[src/design/sidec_pkg.sv]
// Shared constants and helpers for the signed integer to decimal text unit.
`timescale 1ns / 1ps

package sidec_pkg;

  localparam logic [7:0] CH_ZERO  = 8'd48;
  localparam logic [7:0] CH_MINUS = 8'd45;
  localparam logic [3:0] DABBLE_LIMIT = 4'd5;
  localparam logic [3:0] DABBLE_ADD   = 4'd3;

  // Correct one BCD digit ahead of a left shift.
  function automatic logic [3:0] dabble_fix(input logic [3:0] d);
    logic [3:0] r;
    r = (d >= DABBLE_LIMIT) ? (d + DABBLE_ADD) : d;
    return r;
  endfunction

endpackage

[src/design/sidec_mag.sv]
// Input stage: split the signed value into sign flag and unsigned magnitude.
`timescale 1ns / 1ps

module sidec_mag #(
  parameter int VALUE_BITS = 24
) (
  input  logic                  clk,
  input  logic                  rst_n,
  input  logic                  en,
  input  logic                  vld_i,
  input  logic [VALUE_BITS-1:0] value_i,
  output logic                  vld_o,
  output logic                  neg_o,
  output logic [VALUE_BITS-1:0] mag_o
);

  logic                  vld_r;
  logic                  neg_r;
  logic [VALUE_BITS-1:0] mag_r;
  logic                  neg_nxt;
  logic [VALUE_BITS-1:0] mag_nxt;

  // Negating in the full width gives 2^(N-1) for the most negative value.
  assign neg_nxt = value_i[VALUE_BITS-1];
  assign mag_nxt = neg_nxt ? (~value_i + {{(VALUE_BITS-1){1'b0}}, 1'b1}) : value_i;

  always_ff @(posedge clk) begin
    if (!rst_n) begin
      vld_r <= 1'b0;
    end else if (en) begin
      vld_r <= vld_i;
    end
  end

  always_ff @(posedge clk) begin
    if (en) begin
      neg_r <= neg_nxt;
      mag_r <= mag_nxt;
    end
  end

  assign vld_o = vld_r;
  assign neg_o = neg_r;
  assign mag_o = mag_r;

endmodule

[src/design/sidec_dabble.sv]
// One registered shift-and-add-3 step of the binary to BCD conversion.
`timescale 1ns / 1ps

module sidec_dabble #(
  parameter int VALUE_BITS = 24,
  parameter int NDIG       = 7
) (
  input  logic                  clk,
  input  logic                  rst_n,
  input  logic                  en,
  input  logic                  vld_i,
  input  logic                  neg_i,
  input  logic [4*NDIG-1:0]     bcd_i,
  input  logic [VALUE_BITS-1:0] bin_i,
  output logic                  vld_o,
  output logic                  neg_o,
  output logic [4*NDIG-1:0]     bcd_o,
  output logic [VALUE_BITS-1:0] bin_o
);

  logic                  vld_r;
  logic                  neg_r;
  logic [4*NDIG-1:0]     bcd_r;
  logic [VALUE_BITS-1:0] bin_r;
  logic [4*NDIG-1:0]     fixed;
  logic [4*NDIG-1:0]     bcd_nxt;
  logic [VALUE_BITS-1:0] bin_nxt;

  always_comb begin
    for (int i = 0; i < NDIG; i++) begin
      fixed[4*i +: 4] = sidec_pkg::dabble_fix(bcd_i[4*i +: 4]);
    end
  end

  // Shift the top magnitude bit into the BCD word.
  assign bcd_nxt = {fixed[4*NDIG-2:0], bin_i[VALUE_BITS-1]};
  assign bin_nxt = {bin_i[VALUE_BITS-2:0], 1'b0};

  always_ff @(posedge clk) begin
    if (!rst_n) begin
      vld_r <= 1'b0;
    end else if (en) begin
      vld_r <= vld_i;
    end
  end

  always_ff @(posedge clk) begin
    if (en) begin
      neg_r <= neg_i;
      bcd_r <= bcd_nxt;
      bin_r <= bin_nxt;
    end
  end

  assign vld_o = vld_r;
  assign neg_o = neg_r;
  assign bcd_o = bcd_r;
  assign bin_o = bin_r;

endmodule

[src/design/sidec_serial.sv]
// Digit count stage and character emitter with output register.
`timescale 1ns / 1ps

module sidec_serial #(
  parameter int NDIG = 7
) (
  input  logic              clk,
  input  logic              rst_n,
  input  logic              vld_i,
  input  logic              neg_i,
  input  logic [4*NDIG-1:0] bcd_i,
  output logic              take_o,
  output logic              out_tvalid,
  input  logic              out_tready,
  output logic [7:0]        out_tdata,
  output logic              out_tlast
);

  localparam int IW = (NDIG > 1) ? $clog2(NDIG) : 1;
  localparam logic [IW-1:0] TOP_IDX = IW'(NDIG - 1);

  // count stage
  logic              len_vld_r;
  logic              len_neg_r;
  logic [4*NDIG-1:0] len_bcd_r;
  logic [IW-1:0]     len_top_r;
  logic [IW-1:0]     len_top_nxt;
  logic              len_en;

  // emitter
  logic              busy_r;
  logic              sign_r;
  logic [4*NDIG-1:0] bcd_r;
  logic [IW-1:0]     idx_r;
  logic              out_free;
  logic              emit;
  logic              emit_last;
  logic              load;
  logic [3:0]        digit;
  logic [7:0]        char_nxt;

  logic              out_vld_r;
  logic [7:0]        out_char_r;
  logic              out_last_r;

  always_comb begin
    len_top_nxt = '0;
    for (int i = 0; i < NDIG; i++) begin
      if (bcd_i[4*i +: 4] != 4'd0) begin
        len_top_nxt = IW'(i);
      end
    end
  end

  assign out_free  = !out_vld_r || out_tready;
  assign emit      = busy_r && out_free;
  assign emit_last = emit && !sign_r && (idx_r == '0);
  assign load      = len_vld_r && (!busy_r || emit_last);
  assign len_en    = !len_vld_r || load;
  assign take_o    = len_en;

  assign digit    = bcd_r[4*idx_r +: 4];
  assign char_nxt = sign_r ? sidec_pkg::CH_MINUS : (sidec_pkg::CH_ZERO + {4'd0, digit});

  always_ff @(posedge clk) begin
    if (!rst_n) begin
      len_vld_r <= 1'b0;
    end else if (len_en) begin
      len_vld_r <= vld_i;
    end
  end

  always_ff @(posedge clk) begin
    if (len_en) begin
      len_neg_r <= neg_i;
      len_bcd_r <= bcd_i;
      len_top_r <= len_top_nxt;
    end
  end

  always_ff @(posedge clk) begin
    if (!rst_n) begin
      busy_r <= 1'b0;
      sign_r <= 1'b0;
    end else if (load) begin
      busy_r <= 1'b1;
      sign_r <= len_neg_r;
    end else if (emit_last) begin
      busy_r <= 1'b0;
    end else if (emit) begin
      sign_r <= 1'b0;
    end
  end

  always_ff @(posedge clk) begin
    if (load) begin
      bcd_r <= len_bcd_r;
      idx_r <= len_top_r;
    end else if (emit && !sign_r) begin
      idx_r <= idx_r - IW'(1);
    end
  end

  always_ff @(posedge clk) begin
    if (!rst_n) begin
      out_vld_r <= 1'b0;
    end else if (out_free) begin
      out_vld_r <= emit;
    end
  end

  always_ff @(posedge clk) begin
    if (emit) begin
      out_char_r <= char_nxt;
      out_last_r <= !sign_r && (idx_r == '0);
    end
  end

  assign out_tvalid = out_vld_r;
  assign out_tdata  = out_char_r;
  assign out_tlast  = out_last_r;

`ifndef NO_ASSERTIONS
  a_sign_not_last: assert property (@(posedge clk) disable iff (!rst_n)
    (out_vld_r && out_char_r == sidec_pkg::CH_MINUS) |-> !out_last_r)
    else $error("minus sign marked as last character");
  a_idx_range: assert property (@(posedge clk) disable iff (!rst_n)
    busy_r |-> (idx_r <= TOP_IDX))
    else $error("digit index out of range");
  a_len_range: assert property (@(posedge clk) disable iff (!rst_n)
    len_vld_r |-> (len_top_r <= TOP_IDX))
    else $error("digit count out of range");
  a_idle_quiet: assert property (@(posedge clk) disable iff (!rst_n)
    (!busy_r && !out_tready) |=> !(out_vld_r && !$past(out_vld_r)))
    else $error("character emitted while emitter idle");
`endif

endmodule

[src/design/signed_int_to_decimal_ascii_unit.sv]
// Top level: signed integer to decimal ASCII text, one character per transaction.
`timescale 1ns / 1ps
// Throughput: one character per cycle while out_tready is high, set by the single
//   character output register; an item holds the emitter for all its characters (1 to 8 at 24 bits).
// The conversion pipeline (sign stage, VALUE_BITS double-dabble stages, count stage)
//   accepts an item every cycle while the emitter keeps up.
// Reset (rst_n low, synchronous) clears all valid bits and holds in_tready low.

module signed_int_to_decimal_ascii_unit #(
  parameter int VALUE_BITS = 24
) (
  input  logic                                clk,
  input  logic                                rst_n,
  input  logic                                in_tvalid,
  output logic                                in_tready,
  input  logic [((VALUE_BITS + 7) / 8)*8-1:0] in_tdata,   // [VALUE_BITS-1:0] value
  output logic                                out_tvalid,
  input  logic                                out_tready,
  output logic [7:0]                          out_tdata,  // [7:0] character
  output logic                                out_tlast
);

  // Digits needed for the largest magnitude 2^(VALUE_BITS-1); log10(2) ~ 0.30103.
  localparam int NDIG = ((VALUE_BITS - 1) * 30103) / 100000 + 1;

  logic                  en;
  logic                  mag_vld;
  logic                  mag_neg;
  logic [VALUE_BITS-1:0] mag;

  // Chain taps: index 0 feeds the first dabble step.
  logic                  vld_w [0:VALUE_BITS];
  logic                  neg_w [0:VALUE_BITS];
  logic [4*NDIG-1:0]     bcd_w [0:VALUE_BITS];
  logic [VALUE_BITS-1:0] bin_w [0:VALUE_BITS];

  // The whole conversion pipeline advances together; it stalls only when the
  // count stage at its end is full and cannot hand off to the emitter.
  // Hold ready low in reset so no transaction is taken and dropped there.
  assign in_tready = en && rst_n;

  sidec_mag #(.VALUE_BITS(VALUE_BITS)) u_mag (
    .clk     (clk),
    .rst_n   (rst_n),
    .en      (en),
    .vld_i   (in_tvalid),
    .value_i (in_tdata[VALUE_BITS-1:0]),
    .vld_o   (mag_vld),
    .neg_o   (mag_neg),
    .mag_o   (mag)
  );

  assign vld_w[0] = mag_vld;
  assign neg_w[0] = mag_neg;
  assign bcd_w[0] = '0;
  assign bin_w[0] = mag;

  // One stage per magnitude bit, most significant bit first.
  for (genvar g = 0; g < VALUE_BITS; g++) begin : g_dabble
    sidec_dabble #(.VALUE_BITS(VALUE_BITS), .NDIG(NDIG)) u_step (
      .clk   (clk),
      .rst_n (rst_n),
      .en    (en),
      .vld_i (vld_w[g]),
      .neg_i (neg_w[g]),
      .bcd_i (bcd_w[g]),
      .bin_i (bin_w[g]),
      .vld_o (vld_w[g+1]),
      .neg_o (neg_w[g+1]),
      .bcd_o (bcd_w[g+1]),
      .bin_o (bin_w[g+1])
    );
  end

  // Count significant digits, then emit sign and digits with tlast on the final one.
  sidec_serial #(.NDIG(NDIG)) u_serial (
    .clk        (clk),
    .rst_n      (rst_n),
    .vld_i      (vld_w[VALUE_BITS]),
    .neg_i      (neg_w[VALUE_BITS]),
    .bcd_i      (bcd_w[VALUE_BITS]),
    .take_o     (en),
    .out_tvalid (out_tvalid),
    .out_tready (out_tready),
    .out_tdata  (out_tdata),
    .out_tlast  (out_tlast)
  );

endmodule

[config.mk]
export PLATFORM = sky130hd
export DESIGN_NAME = signed_int_to_decimal_ascii_unit
export DESIGN_NICKNAME = d
export VERILOG_FILES = /design/src/design/sidec_pkg.sv /design/src/design/sidec_mag.sv /design/src/design/sidec_dabble.sv /design/src/design/sidec_serial.sv /design/src/design/signed_int_to_decimal_ascii_unit.sv
export SDC_FILE = /design/constraint.sdc
export NUM_CORES = 1
export LEC_CHECK = 0
export BUFFER_PORTS_ARGS = -buffer_cell sky130_fd_sc_hd__buf_4
export CORE_MARGIN = 3
export CORE_UTILIZATION = 30
export CTS_CLUSTER_SIZE = 20
export DETAILED_ROUTE_END_ITERATION = 12
export GPL_TIMING_DRIVEN = 1
export PLACE_DENSITY = 0.43
export RECOVER_POWER = 50
export SKIP_CTS_REPAIR_TIMING = 1
export SLEW_MARGIN = 0
export SYNTH_ARGS = -nofsm -noshare
export SYNTH_HDL_FRONTEND = slang
export SYNTH_HIERARCHICAL = 1
export SYNTH_SLANG_ARGS = --single-unit
[constraint.sdc]
create_clock -name clk -period 45 [get_ports clk]
set_input_delay 2.25 -clock clk [delete_from_list [all_inputs] [get_ports clk]]
set_output_delay 2.25 -clock clk [all_outputs]
set_load 0.02 [all_outputs]
== Word-level counts from Yosys, hierarchy flattened ==
Index checks and enable logic that the tools add are counted.

* Mux-type cells: 153
* Add/subtract/negate cells: 143
* Equality and inequality tests: 1
* Shifts and indexed selects: 1
* Bitwise logic cells: 1
* Reduce and logical (&&, ||, !) cells: 25
* Order comparisons: 140

{| class="wikitable"
|+ Operators with widths
! kind !! number
|-
| >= comparator 4 x 3 -> 1 bit (second input constant) || 133
|-
| adder 4 x 2 -> 4 bit (second input constant) || 117
|-
| two-way mux 4 bit || 117
|-
| two-way mux 3 bit || 18
|-
| adder 3 x 2 -> 3 bit (second input constant) || 16
|-
| variable part select 28 x 6 -> 4 bit || 1
|-
| adder 24 x 1 -> 24 bit (second input constant) || 1
|-
| inverter 24 bit || 1
|-
| nonzero test 4 bit || 6
|-
| two-way mux 23 bit || 1
|-
| adder 1 x 2 -> 3 bit (both inputs constant) || 6
|-
| >= comparator 1 x 3 -> 1 bit (both inputs constant) || 6
|-
| two-way mux 1 bit || 13
|-
| two-way mux 2 bit || 4
|-
| adder 6 x 4 -> 7 bit (first input constant) || 1
|-
| logical AND 1 bit || 6
|-
| nonzero test 2 bit || 3
|-
| zero test 1 bit || 4
|-
| adder 1 x 2 -> 3 bit (second input constant) || 1
|-
| >= comparator 1 x 3 -> 1 bit (second input constant) || 1
|-
| zero test 3 bit || 1
|-
| logical OR 1 bit || 3
|-
| OR reduction 3 bit || 1
|-
| subtractor 3 x 1 -> 3 bit (second input constant) || 1
|-
| 2 further kinds || 2
|}

* Output and inout bits: 11
* Flip-flop bits (word level): 987
* Input port bits: 28

== Depth between registers and ports, before layout ==
Gate-level depths: netlist of the first run.

* Word-level depth: 9
* Mapped depth: 9
* Gate-level depth less buffers: 8

== Cells and area by module ==
The synthesis of the first run kept the hierarchy.

{| class="wikitable"
|+ Modules (own cells, without submodules)
! module !! sequential area each (um^2) !! area an instance (um^2) !! instances !! cells each
|-
| sidec_dabble || 1581.5 || 2298.5 || 24 || 165
|-
| sidec_serial || 2152.1 || 2782.7 || 1 || 156
|-
| sidec_mag || 770.7 || 1273.7 || 1 || 98
|-
| signed_int_to_decimal_ascii_unit || 0.0 || 10.0 || 1 || 2
|}

== Worst setup path before layout of the first run ==
Ideal clock, no wire load.

* Path type: input to output
* Start: in out_tready
* End: out in_tready
* Data required time: 42750 ps
* Stages: 4
* Data arrival time: 32730 ps
* Slack: 10020 ps
* Cells stage by stage: nand2b_1 > a21boi_1 > nand2_1 > and2_1

* Word-level cells in the longest chain between the ends: 8

{| class="wikitable"
|+ RTL lines
! element !! line !! text
|-
| from (decl) || signed_int_to_decimal_ascii_unit.sv:18 || <nowiki>input logic out_tready,</nowiki>
|-
| logical OR 1 bit || sidec_serial.sv:55 || <nowiki>assign out_free = !out_vld_r || out_tready;</nowiki>
|-
| logical AND 1 bit || sidec_serial.sv:56 || <nowiki>assign emit = busy_r && out_free;</nowiki>
|-
| logical AND 1 bit (2 in a row) || sidec_serial.sv:57 || <nowiki>assign emit_last = emit && !sign_r && (idx_r == '0);</nowiki>
|-
| logical OR 1 bit || sidec_serial.sv:58 || <nowiki>assign load = len_vld_r && (!busy_r || emit_last);</nowiki>
|-
| logical AND 1 bit || sidec_serial.sv:58 ||
|-
| logical OR 1 bit || sidec_serial.sv:59 || <nowiki>assign len_en = !len_vld_r || load;</nowiki>
|-
| via en || signed_int_to_decimal_ascii_unit.sv:26 || <nowiki>logic en;</nowiki>
|-
| logical AND 1 bit || signed_int_to_decimal_ascii_unit.sv:40 || <nowiki>assign in_tready = en && rst_n;</nowiki>
|-
| to (decl) || signed_int_to_decimal_ascii_unit.sv:15 || <nowiki>output logic in_tready,</nowiki>
|}

The timed path passes the listed nets, and every way through them passes these cells.

== Worst setup path after layout of the first run ==
Same ends and word-level chain as after synthesis.

==> flow_summary.json, run 1 <==
{
  "tightest_slew_ns": 1.421,
  "wl_per_cell_um": 10.76,
  "syn_area_sq_um": 50670,
  "cp.required_ns": 42.75,
  "skew_ns": 0.02709,
  "fmax_mhz": 153.4,
  "ys_warn_count": 6,
  "rsz0062_at_grt": "false",
  "postRouteAntennaNets": 0,
  "viasPerCell": 4.068,
  "cts_tree": "done",
  "fin_area_sq_um": 57620,
  "rrSetupSlack_ns": 39.11,
  "worstSkewPairLatency_ns": 0.73,
  "core_sq_um": 167400,
  "place_congestion": 0.6960,
  "post-dp-hpwl_um": 44740,
  "relSlewSlack_pct": 5.243,
  "num_rows": 150,
  "hold_viol_final": 0,
  "io_pins": 39,
  "cts_root_buffer": "clkbuf_16",
  "h-tree-depth": 4,
  "slew_viol_final": 0,
  "firstDrtPassIters": 4,
  "startpoint_type": "primary input",
  "numCtsBuffers": 132,
  "grt_pass1_vias": 26170,
  "clk_pin_slew_worst_paths_ns": 0.05,
  "powerDensity_nw_per_um2": 66.10,
  "period_minus_slack_ns": 6.518,
  "drt-initial-drc-count": 1287,
  "route.detailed.drc": 0,
  "cts.path.max_buffers": 3,
  "place_area_sq_um": 54110,
  "area_delta_synth_final_pct": 13.71,
  "nNetsFinal": 4527,
  "die_h_um": 417.0,
  "grt_max_degree": 171,
  "floorplan.initialDensity_pct": 30.27,
  "postSynthCellCount": 3892,
  "cts.sinks": 1095,
  "final_core_util_pct": 34.42,
  "critPathMaxFanout": 49,
  "setup_tns_ns": 0,
  "drt-total-wl_um": 69580,
  "outcome": "finished clean",
  "grt_remaining_overflow": 0,
  "antenna_found_initial": 1,
  "finalPower_mw": 3.808,
  "grt_pass1_wl_um": 121300,
  "drive_gt1_share_pct": 5.771,
  "gr-usage-all-layers_pct": 8.229,
  "crit_path_end_kind": "primary output",
  "die_w_um": 417.0,
  "vias": 26310,
  "ir_drop_mv": 0.03560,
  "crit_arrival_ns": 4.27,
  "timing.max_cap.violations": 0,
  "criticalPathCategory": "primary input to primary output",
  "period_share_pct": 14.49,
  "port_buffers": 35,
  "setup_viol": 0,
  "p_leak_nw": 23.83,
  "hold_class": "register to register",
  "syn_area_per_cell_sq_um": 13.02,
  "die_area_sq_um": 173900
}
state kept, by name (all words and copies together) (netlist names):
name / flops
u_mag/vld_o: 1
u_serial/out_tvalid: 1
u_serial/idx_r: 3
g_dabble.u_step/bin_o: 276
u_serial/busy_r: 1
g_dabble.u_step/vld_o: 24
u_serial/bcd_r: 28
u_serial/len_bcd_r: 28
u_serial/sign_r: 1
u_serial/len_top_r: 3
u_mag/mag_o: 24
u_mag/neg_o: 1
u_serial/len_vld_r: 1
g_dabble.u_step/neg_o: 24
u_serial/out_tdata: 5
u_serial/len_neg_r: 1
g_dabble.u_step/bcd_o: 672
u_serial/out_tlast: 1
layer usage:
| metal | global-route usage, % | vias up | routed length, um |
|---|---|---|---|
| met2 | 14.18 | 216 | 34020 |
| met5 | 0 | - | 0 |
| met1 | 9.778 | 11950 | 31130 |
| met4 | 3.246 | 0 | 1894 |
| met3 | 2.153 | 133 | 2533 |
| li1 | - | 14010 | - |
cell type report:
| cell class | count | area, sq um |
|---|---|---|
| Antenna cell | 1 | 2.502 |
| Clock buffer | 163 | 3458 |
| Clock inverter | 74 | 679.4 |
| Fill cell | 16640 | 109800 |
| Inverter | 343 | 1287 |
| Multi-Input combinational cell | 2538 | 16470 |
| Sequential cell | 1095 | 32590 |
| Tap cell | 2204 | 2758 |
| Timing Repair Buffer | 50 | 372.9 |
metrics by stage:
stage | setup WS [ns] | std cells | hold slack, ns
after CTS | 38.71 | 6467 | 0.4011
after global routing | 38.35 | 6468 | 0.4071
after floorplan | 16.17 | 3985 | 0.4003
final | 38.48 | 6468 | 0.4002
after detailed placement | 38.05 | 6230 | 0.4045
after global placement | 38.07 | 6230 | 0.4002
layout by cell type (no fill, tap or decap), types with 3 or more instances in the layout:
| cell type | n |
|---|---|
| a211o_1 | 3 |
| a21oi_1 | 162 |
| a21oi_2 | 7 |
| buf_4 | 44 |
| bufinv_16 | 10 |
| clkbuf_1 | 31 |
| clkbuf_16 | 133 |
| clkbuf_4 | 3 |
| clkinv_1 | 27 |
| clkinv_2 | 19 |
| clkinv_8 | 4 |
| clkinvlp_4 | 4 |
| conb_1 | 96 |
| dfxtp_1 | 29 |
| edfxtp_1 | 1066 |
| ha_1 | 339 |
| inv_1 | 343 |
| inv_6 | 8 |
| mux2i_1 | 196 |
| mux4_1 | 3 |
| nand2_1 | 665 |
| nand2b_1 | 315 |
| nand3_1 | 3 |
| nor2_1 | 174 |
| nor2b_1 | 30 |
| nor4_1 | 6 |
| o21ai_0 | 296 |
| o21ai_1 | 6 |
| o31ai_1 | 6 |
| o41ai_1 | 3 |
| or4_1 | 4 |
| xnor2_1 | 190 |
critical path: stages:
cell and delay, ns:
clkbuf_4 0.11, nand2b_1 0.18, a21boi_0 0.61, nand2_4 0.56
and2_1 0.36, buf_4 0.15
report_power, final:
| part | switching, mW | total (mW) | internal, mW |
|---|---|---|---|
| registers | 0.217 | 1.81 | 1.60 |
| logic | 0.514 | 0.981 | 0.467 |
| clock network | 0.408 | 1.01 | 0.604 |
worst paths after layout:
kind,startpoint,to,cells past startpoint
max,out_tready,in_tready,6
min,g_dabble[7].u_step/bin_o[14]$_DFFE_PP_,g_dabble[8].u_step/bin_o[15]$_DFFE_PP_,0
max reg2reg,u_serial/idx_r[1]$_DFFE_PP_,u_mag/mag_o[0]$_DFFE_PP_,10
min reg2reg,g_dabble[7].u_step/bin_o[14]$_DFFE_PP_,g_dabble[8].u_step/bin_o[15]$_DFFE_PP_,0
No activity file was read; power rests on OpenSTA's default activity.
==> run 2, diff against run 1 <==
==> constraint.sdc (replaced) <==
create_clock -name clk -period 6.14 [get_ports clk]
set_input_delay 0.307 -clock clk [delete_from_list [all_inputs] [get_ports clk]]
set_output_delay 0.307 -clock clk [all_outputs]
set_load 0.02 [all_outputs]
==> run 2 against run 1 <==
  * Via count increased by 0.39%
  * Clock-buffer cell count increased by 4
  * Clock power increased to 7.2 times the previous value
  * Worst setup slack got worse by 37 ns
  * Final cell count increased by 0.53%
  * Wire length decreased by 0.42%
  * Combinational power increased to 7.3 times the previous value
  * Non-clock buffer count increased by 40
  * Sequential power increased to 7.3 times the previous value
  * Total power increased to 7.3 times the previous value
==> flow_summary.json, run 2 (synthesis gave the netlist of run 1 again) <==
{
  "hold_ws_ns": 0.06357,
  "nNetsFinal": 4565,
  "hold_class": "primary input to register",
  "drive_gt1_share_pct": 5.469,
  "port_buffers": 35,
  "floorplan.initialDensity_pct": 30.27,
  "timing.max_cap.violations": 0,
  "route.detailed.drc": 0,
  "min_path_cells": 3,
  "numCtsBuffers": 130,
  "cts.sinks": 1095,
  "post-dp-hpwl_um": 44380,
  "grt_pass1_wl_um": 120000,
  "place_congestion": 0.6928,
  "drt-total-wl_um": 69290,
  "postRouteAntennaNets": 0,
  "slew_viol_final": 0,
  "antenna_found_initial": 1,
  "period_share_pct": 77.16,
  "crit_arrival_ns": 4.43,
  "place_area_sq_um": 54230,
  "finalPower_mw": 27.71,
  "drt-initial-drc-count": 1225,
  "fin_area_sq_um": 57930,
  "core_sq_um": 167400,
  "p_leak_nw": 23.92,
  "clk_pin_slew_worst_paths_ns": 0.06,
  "criticalPathCategory": "register to primary output",
  "fmax_mhz": 211.1,
  "setup_tns_ns": 0,
  "rsz0062_at_grt": "false",
  "gr-usage-all-layers_pct": 8.131,
  "crit_path_end_kind": "primary output",
  "grt_remaining_overflow": 0,
  "cts_tree": "done",
  "cts.path.max_buffers": 3,
  "vias": 26420,
  "firstDrtPassIters": 5,
  "critPathMaxFanout": 88,
  "h-tree-depth": 4,
  "io_pins": 39,
  "worstRegToRegCells": 11,
  "grt_pass1_vias": 25880,
  "num_rows": 150,
  "layout_commonest_cell": "edfxtp_1",
  "cp.required_ns": 5.83,
  "cts_root_buffer": "clkbuf_16",
  "area_delta_synth_final_pct": 14.32,
  "outcome": "finished clean",
  "relSlewSlack_pct": 8.158,
  "final_core_util_pct": 34.60,
  "tightest_slew_ns": 1.378,
  "r2r_start": "u_serial/idx_r[1]$_DFFE_PP_",
  "grt_max_degree": 154,
  "critPathLaunch": "u_serial/idx_r[1]$_DFFE_PP_",
  "ir_drop_mv": 0.2439,
  "largest_reg_flops": 672,
  "hold_viol_final": 0,
  "powerDensity_nw_per_um2": 478.3,
  "viasPerCell": 4.063,
  "setup_viol": 0,
  "die_w_um": 417.0,
  "die_h_um": 417.0,
  "wl_per_cell_um": 10.66,
  "layout_common_cells": "1,066 x edfxtp_1, 665 x nand2_1, 343 x inv_1, 339 x ha_1, 315 x nand2b_1",
  "worstSkewPairLatency_ns": 0.73,
  "num-fill-cells": 16570,
  "die_area_sq_um": 173900,
  "period_minus_slack_ns": 4.737,
  "hp-start": "in_tdata[1]",
  "skew_ns": 0.02438,
  "startpoint_type": "register"
}
## run 2: cell count changes in the layout (fill, tap and decap cells not counted), moves of 2 or more
cell	delta
bufinv_16	-3
buf_12	+6
dlygate4sd3_1	+36
clkinvlp_4	+2
buf_4	-8
clkbuf_1	+15
clkbuf_4	-3
clkinv_1	-7
## run 2: worst paths after layout
kind,endpoint,slack [ns]
setup reg to reg,u_mag/vld_o$_SDFFE_PN0P_,1.89
hold / removal,u_mag/mag_o[1]$_DFFE_PP_,0.06
hold reg to reg,g_dabble[6].u_step/bin_o[10]$_DFFE_PP_,0.39
setup / recovery,in_tready,1.40
## run 2: power breakdown
group | total [mW] | internal, mW | switching [mW] | leakage, nW
sequential | 13.3 | 11.7 | 1.60 | 11.8
clock | 7.23 | 4.26 | 2.98 | 1.94
combinational | 7.17 | 3.44 | 3.73 | 10.2
total | 27.7 | 19.4 | 8.31 | 23.9
## run 2: final cells by class
type / instances / area, sq um / share of cell area (%)
well taps: 2204 / 2758 / 4.761
clock inverters: 64 / 568.0 / 0.9806
repair buffers: 90 / 812.0 / 1.402
diodes: 1 / 2.502 / 0.004320
flip-flops and latches: 1095 / 32590 / 56.26
multi-input cells: 2538 / 16470 / 28.44
clock buffers: 167 / 3435 / 5.929
inverters: 343 / 1287 / 2.223
## run 2: through the flow
| step | setup WS [ns] | std cells |
|---|---|---|
| global placement | 2.653 | 6234 |
| finish | 1.403 | 6502 |
| CTS | 1.790 | 6465 |
| detailed placement | 2.635 | 6234 |
| global route | 0.9349 | 6502 |
| floorplan | -0.1519 | 3985 |
## run 2: worst max-delay path: stages (launching register included)
cell and delay [ns]:
edfxtp_1 0.62, inv_1 0.15, ha_1 0.20, or3b_1 0.23
inv_1 0.09, a21boi_0 0.79, nand2_8 0.61, buf_12 0.45
buf_4 0.21, and2_1 0.16, buf_4 0.15
## run 2: layer usage
layer	global-route usage [%]	vias to the layer above	wire length (um)
met2	14.03	210	33620
li1	-	14050	-
met1	9.568	12010	31070
met4	3.276	0	1996
met5	0	-	0
met3	2.208	141	2605
